## src/hdl/trd_pkg.sv

```systemverilog
package trd_pkg;

	localparam int CRD_W = 16;
	localparam int SUM_W = 17;
	localparam int PRD_W = 34;
	localparam int AREA_W = 36;
	localparam int ZW = 16;
	localparam int NUM_W = 54;
	localparam int DEN_W = 36;

	typedef enum logic [1:0] {
		CMD_SETUP = 2'd0,
		CMD_STEP  = 2'd1,
		CMD_CLEAR = 2'd2,
		CMD_NONE  = 2'd3
	} cmd_t;

	typedef enum logic [1:0] {
		CFG_FB_WIDTH    = 2'd0,
		CFG_FB_HEIGHT   = 2'd1,
		CFG_DEPTH_MODE  = 2'd2,
		CFG_CLEAR_DEPTH = 2'd3
	} cfg_idx_t;

	typedef struct packed {
		cmd_t                     cmd;
		logic signed [CRD_W-1:0]  vertex0_x;
		logic signed [CRD_W-1:0]  vertex0_y;
		logic [ZW-1:0]            vertex0_z;
		logic signed [CRD_W-1:0]  vertex1_x;
		logic signed [CRD_W-1:0]  vertex1_y;
		logic [ZW-1:0]            vertex1_z;
		logic signed [CRD_W-1:0]  vertex2_x;
		logic signed [CRD_W-1:0]  vertex2_y;
		logic [ZW-1:0]            vertex2_z;
		logic [31:0]              tri_color;
	} trd_req_t;

	typedef struct packed {
		logic [7:0]  pixel_x;
		logic [7:0]  pixel_y;
		logic [31:0] pixel_color;
		logic        write_enable;
		logic        done_res;
	} trd_rsp_t;

	function automatic logic signed [CRD_W-1:0] min3(input logic signed [CRD_W-1:0] a,
		input logic signed [CRD_W-1:0] b, input logic signed [CRD_W-1:0] c);
		logic signed [CRD_W-1:0] m;
		m = (a < b) ? a : b;
		return (m < c) ? m : c;
	endfunction

	function automatic logic signed [CRD_W-1:0] max3(input logic signed [CRD_W-1:0] a,
		input logic signed [CRD_W-1:0] b, input logic signed [CRD_W-1:0] c);
		logic signed [CRD_W-1:0] m;
		m = (a > b) ? a : b;
		return (m > c) ? m : c;
	endfunction

endpackage

```

## src/hdl/trd_divider.sv

```systemverilog
module trd_divider (
	input  logic                       clk,
	input  logic                       arst_n,
	input  logic                       start,
	input  logic [trd_pkg::NUM_W-1:0]  num,
	input  logic [trd_pkg::DEN_W-1:0]  den,
	output logic                       busy,
	output logic                       done,
	output logic [trd_pkg::NUM_W-1:0]  quo
);
	import trd_pkg::*;

	localparam int CNT_W = $clog2(NUM_W);

	logic [DEN_W:0]   rem_q;
	logic [NUM_W-1:0] quo_q;
	logic [DEN_W-1:0] den_q;
	logic [CNT_W-1:0] cnt_q;
	logic             busy_q;
	logic             done_q;
	logic [DEN_W:0]   rem_sh;
	logic             fit;

	assign rem_sh = {rem_q[DEN_W-1:0], quo_q[NUM_W-1]};
	assign fit = rem_sh >= {1'b0, den_q};

	always_ff @(posedge clk or negedge arst_n) begin
		if (!arst_n) begin
			busy_q <= 1'b0;
			done_q <= 1'b0;
			cnt_q <= '0;
		end else begin
			done_q <= 1'b0;
			if (start) begin
				busy_q <= 1'b1;
				cnt_q <= CNT_W'(NUM_W - 1);
			end else if (busy_q) begin
				if (cnt_q == '0) begin
					busy_q <= 1'b0;
					done_q <= 1'b1;
				end
				cnt_q <= cnt_q - 1'b1;
			end
		end
	end

	always_ff @(posedge clk) begin
		if (start) begin
			rem_q <= '0;
			quo_q <= num;
			den_q <= den;
		end else if (busy_q) begin
			rem_q <= fit ? rem_sh - {1'b0, den_q} : rem_sh;
			quo_q <= {quo_q[NUM_W-2:0], fit};
		end
	end

	assign busy = busy_q;
	assign done = done_q;
	assign quo = quo_q;

endmodule

```

## config.mk

```make
export PLATFORM = sky130hd
export DESIGN_NAME = trd_divider
export DESIGN_NICKNAME = d
export VERILOG_FILES = /design/src/hdl/trd_pkg.sv /design/src/hdl/trd_divider.sv
export SDC_FILE = /design/constraint.sdc
export NUM_CORES = 1
export LEC_CHECK = 0
export BUFFER_PORTS_ARGS = -buffer_cell sky130_fd_sc_hd__buf_2
export CAP_MARGIN = 10
export CELL_PAD_IN_SITES_DETAIL_PLACEMENT = 1
export CELL_PAD_IN_SITES_GLOBAL_PLACEMENT = 1
export CORE_MARGIN = 2
export CORE_UTILIZATION = 43
export DETAILED_ROUTE_END_ITERATION = 6
export GPL_ROUTABILITY_DRIVEN = 0
export GPL_TIMING_DRIVEN = 1
export PLACE_DENSITY = 0.81
export SLEW_MARGIN = 20
export SYNTH_ARGS = -nofsm -noshare
export SYNTH_HDL_FRONTEND = slang
export SYNTH_SLANG_ARGS = --single-unit
```

## constraint.sdc

```tcl
create_clock -name clk -period 3.4 [get_ports clk]
set_input_delay 0.68 -clock clk [delete_from_list [all_inputs] [get_ports clk]]
set_output_delay 0.68 -clock clk [all_outputs]
set_load 0.03 [all_outputs]
```

Word level (Yosys, flattened, before mapping)
Cells that the tools add are included.
Operators by class
  add/subtract/negate cells: 2
  reduce and logical (&&, ||, !) cells: 2
  multiplexer cells: 11
  order comparisons: 1
Operators by type and width (count)
  54-bit two-way mux: 2
  37-bit by 36-bit >= comparator with 1-bit output: 1
  36-bit two-way mux: 1
  36-bit subtractor: 1
  6-bit two-way mux: 2
  6-bit logical NOT: 1
  1-bit two-way mux: 6
  6-bit by 1-bit subtractor with 6-bit output (second input constant): 1
  2-bit nonzero test: 1
Word-level totals
  register bits after elaboration: 134
  word-level logic and storage cells: 22

Longest topological paths before layout
  depth after elaboration: 4
  depth in mapped cells: 13

Worst setup path after synthesis
OpenSTA, ideal clock, no wires.
  path type: input -> register
  from: input start
  to: register quo_q[0] (netlist: quo[0]) (enable)
  stages: 4
  data arrival time: 2.439 ns
  data required time: 2.992 ns
  library setup time: 0.408 ns
  path buffers: 2
  setup slack: 0.553 ns
  path through: clkbuf_1 -> clkbuf_1 -> nor2_1 -> inv_1
Between the ends
  cells in the longest elaborated chain, start to end: 1
Ends and longest elaborated chain
  from (decl): RTL line trd_divider.sv:4  | input logic start,
  2-bit nonzero test (no source line)
  to (signal assigned): RTL line trd_divider.sv:50  | quo_q <= num;
  to (signal assigned): RTL line trd_divider.sv:54  | quo_q <= {quo_q[NUM_W-2:0], fit};
  to (decl): RTL line trd_divider.sv:16  | logic [NUM_W-1:0] quo_q;
Every way passes these cells.
A chain may end at the register's enable or synchronous reset.

Worst setup path after layout
  from: register den_q[6]
  to: register rem_q[31]
Between the ends
  cells in the longest elaborated chain, start to end: 2
  elaborated cells between the ends (all ways): 3
Ends and longest elaborated chain
  from (decl): RTL line trd_divider.sv:17  | logic [DEN_W-1:0] den_q;
  from (signal assigned): RTL line trd_divider.sv:51  | den_q <= den;
  36-bit subtractor or 37-bit by 36-bit >= comparator with 1-bit output (tied branches): RTL line trd_divider.sv:53, trd_divider.sv:25
  36-bit two-way mux (*): RTL line trd_divider.sv:53  | rem_q <= fit ? rem_sh - {1'b0, den_q} : rem_sh;
  to (signal assigned): RTL line trd_divider.sv:53
  to (decl): RTL line trd_divider.sv:15  | logic [DEN_W:0] rem_q;
Mark *: on every way between the ends. The rest lies on a longest branch, timed or not.

==> run_results.csv <==
group,metric,value,unit
timing,rsz0062_at_grt,"no",
grt,track_usage,0.223,
finish,area_delta_synth_final,21.0,%
worst_setup_path,slowest_stage,"a221o_1",
timing,clock.fmax,0.321,GHz
timing,relSlewSlack,0.485,
place,dpl.hpwl,14.4,mm
grt,first_global_vias,6314,
timing,min_period,3.11,ns
worst_setup_path,startpoint,"den_q[6]",
worst_setup_path,end_kind,"flop",
timing,hold_viol_final,0,
logic_synthesis,synth_top_area_share,0.361,
routing,first_pass_iters,4,
worst_setup_path,cp-endpoint,"rem_q[31]",
worst_setup_path,worstPathArrival,3.46,ns
job,drv_cap,0,
finish,layout_commonest_cell,"buf_2",
timing,worst_hold_slack,0.0784,ns
timing,min_period_over_period,0.915,
logic_synthesis,synth_top_family_by_area,"compound AO/OA/AOI/OAI gates",
grt,grt.overflow.total,0,
min_path,hold_path_class,"in -> async",
routing,wl_per_cell,18.1,um
routing,drt_iter0_markers,305,
worst_setup_path,crit_cells,11,
logic_synthesis,synth-seq-cells,134,
logic_synthesis,synth-edff-count,90,
clocking,cts-htree-levels,4,
worst_setup_path,cpPeakStageDelay,0.45,ns
clocking,clock_latency,0.43,ns
timing,finalClockSkew,0.0131,ns
clocking,ctsResizeCount,0,
grt,grt_first_pass_wirelength,32.1,mm
timing,setup_tns,0,ns
logic_synthesis,ys_types,70,
floorplan,initial_core_util,0.435,
logic_synthesis,synth_mux_area_frac,0.0922,
timing,finalSetupViolations,0,
worst_setup_path,r2r_end,"rem_q[31]",
finish,n_antenna_cell,0,
timing,slew_violations,0,
pwr,leakagePower,0.00394,uW
routing,drt-total-wl,19.6,mm
floorplan,num_rows,48,
logic_synthesis,synth_seq_area_share,0.485,
worst_setup_path,crit_buf_inv,1,
floorplan,coreArea,17200,um2
floorplan,dieWidth,136,um
timing,tightest_slew,0.773,ns
routing,drc,0,
worst_setup_path,crit_type,"reg -> reg",
place,place_ws,0.311,ns
grt,grt_start_max_net_pins,77,
clocking,cts.sinks,134,
place,placed_cell_area,8440,um2
worst_setup_path,startpoint_type,"flop",
status,status,"completed",
worst_setup_path,path_max_fanout,7,
worst_setup_path,cp.required,3.75,ns
finish,fin_area,9040,um2
pwr,power.density,772,nW/um2
worst_setup_path,reg2reg_from,"den_q[6]",
clocking,holdBufCountCts,0,
finish,drive_gt1_frac,0.306,
logic_synthesis,syn-mean-instance-area,10.7,um2
logic_synthesis,yosysWarnings,0,
logic_synthesis,synth.area.top_cells,"edfxtp_1 (36%), dfxtp_1 (9.6%), mux2_2 (8.1%)",
worst_setup_path,r2r_slack,0.29,ns
place,numPortBuffers,148,
floorplan,io-pin-count,149,
clocking,cts_buffers,17,
logic_synthesis,synth_area,7480,um2
clocking,clk_pin_slew_worst_paths,0.07,ns
floorplan,die_y,136,um
floorplan,dieArea,18500,um2
pwr,ir_drop,0.415,mV
logic_synthesis,syn_inst,699,
clocking,cts_setup_buffers,0,
logic_synthesis,synth-compound-area-share,0.160,
logic_synthesis,synth_nets,831,
timing,timing.final.ws_setup,0.288,ns
routing,vias,5797,
routing,via_per_inst,5.37,
worst_setup_path,crit_path_cell_trace,"inv_1 > ha_1 > a21oi_1 > o22ai_1 > a221o_1 > a41o_1 > o311ai_2 > a21boi_1 > o31ai_2 > mux2_2 > nor4_2",
finish,most-common-layout-cells,"buf_2 (147), edfxtp_1 (90), nor2_1 (68)",
routing,drtAntennaViolNets,0,
logic_synthesis,ys.flop_type,"edfxtp_1",
finish,n_fill_cell,1967,
logic_synthesis,synthXorXnorAreaFrac,0.0398,
clocking,clockBufferDepth,2,
clocking,cts_tree,"done",
clocking,ctsRootBufferMaster,"clkbuf_16",
finish,fin_nets,973,
worst_setup_path,r2r_cells,11,
grt,antenna_found_initial,0,
logic_synthesis,async_reset_ff_frac,0.0597,
logic_synthesis,synthSimpleGateAreaFrac,0.113,
logic_synthesis,synth_fa_ha_area_frac,0.0663,
worst_setup_path,critPathTopFamily,"compound AO/OA/AOI/OAI gates",
logic_synthesis,yosysTopAreaCell,"edfxtp_1",
-- routing by layer --
metal | up-vias | wire (um) | global-route usage
li1 | 2846 | - | -
met1 | 2778 | 8090 | 0.255
met2 | 149 | 9760 | 0.392
met3 | 24 | 1460 | 0.0858
met4 | 0 | 267 | 0.0573
met5 | - | 0 | 0
-- cell usage after synthesis, types with 8 or more instances --
cell type	instances
a21o_1	20
ha_1	38
dfrtp_1	8
nor2_1	68
nand2_1	31
clkbuf_1	24
a211oi_1	29
xnor2_1	19
nand2b_1	13
a21oi_1	59
dfxtp_1	36
edfxtp_1	90
o21ai_0	24
mux2_2	54
nand3_1	11
xor2_1	15
inv_1	46
a31oi_1	9
nor2b_1	10
-- power by group --
group | internal [uW] | leakage (uW) | switching (uW)
sequential | 2050 | 0.00131 | 209
combinational | 1130 | 0.00233 | 1670
clock | 1110 | 0.000301 | 808
-- sequential cells by signal, indices dropped and copies added (netlist names) --
name / cells
cnt_q: 6
den_q: 36
rem_q: 36
quo: 54
done: 1
busy: 1
-- worst register-to-register path, delay by kind of cell, from the launching register on --
kind	cells	cell delay [ns]
adders and majority gates	1	0.37
AOI/OAI and AO/OA	7	1.70
buffers and inverters	1	0.04
DFF	1	0.32
and+or+nand+nor	1	0.22
muxes	1	0.37
-- how the worst min path moves through the flow --
stage / from / end / cells past startpoint
after floorplan: arst_n / busy / 0
after global placement: rem_q[1] / rem_q[1] / 2
final: arst_n / cnt_q[5] / 1
after CTS: arst_n / cnt_q[3] / 1
after global routing: arst_n / cnt_q[3] / 1
after detailed placement: rem_q[1] / rem_q[1] / 2
-- final cells by class --
type / instances / area, um2 / share of cell area
Inverter: 46 / 173 / 0.0191
Multi-Input combinational cell: 485 / 3520 / 0.390
Clock buffer: 17 / 425 / 0.0470
Tap cell: 225 / 282 / 0.0311
Timing Repair Buffer: 157 / 836 / 0.0924
Clock inverter: 15 / 180 / 0.0199
Sequential cell: 134 / 3620 / 0.401
-- logic make-up (layout without fill, tap and decap cells) --
family / after synthesis / after routing
DFF: 134 / 134
and+or+nand+nor: 168 / 168
xor gates and xnor gates: 34 / 34
adders and majority gates: 39 / 39
buffers and inverters: 80 / 235
muxes: 62 / 62
AOI/OAI and AO/OA: 182 / 182
-- stage by stage --
stage / util / power, uW / std cells
floorplan: - / 4390 / 699
global placement: 0.491 / 5000 / 1047
detailed placement: 0.491 / 5060 / 1047
CTS: 0.527 / 7030 / 1079
global route: 0.527 / 7440 / 1079
finish: 0.527 / 6980 / 1079
(Power assumes the default switching activity.)
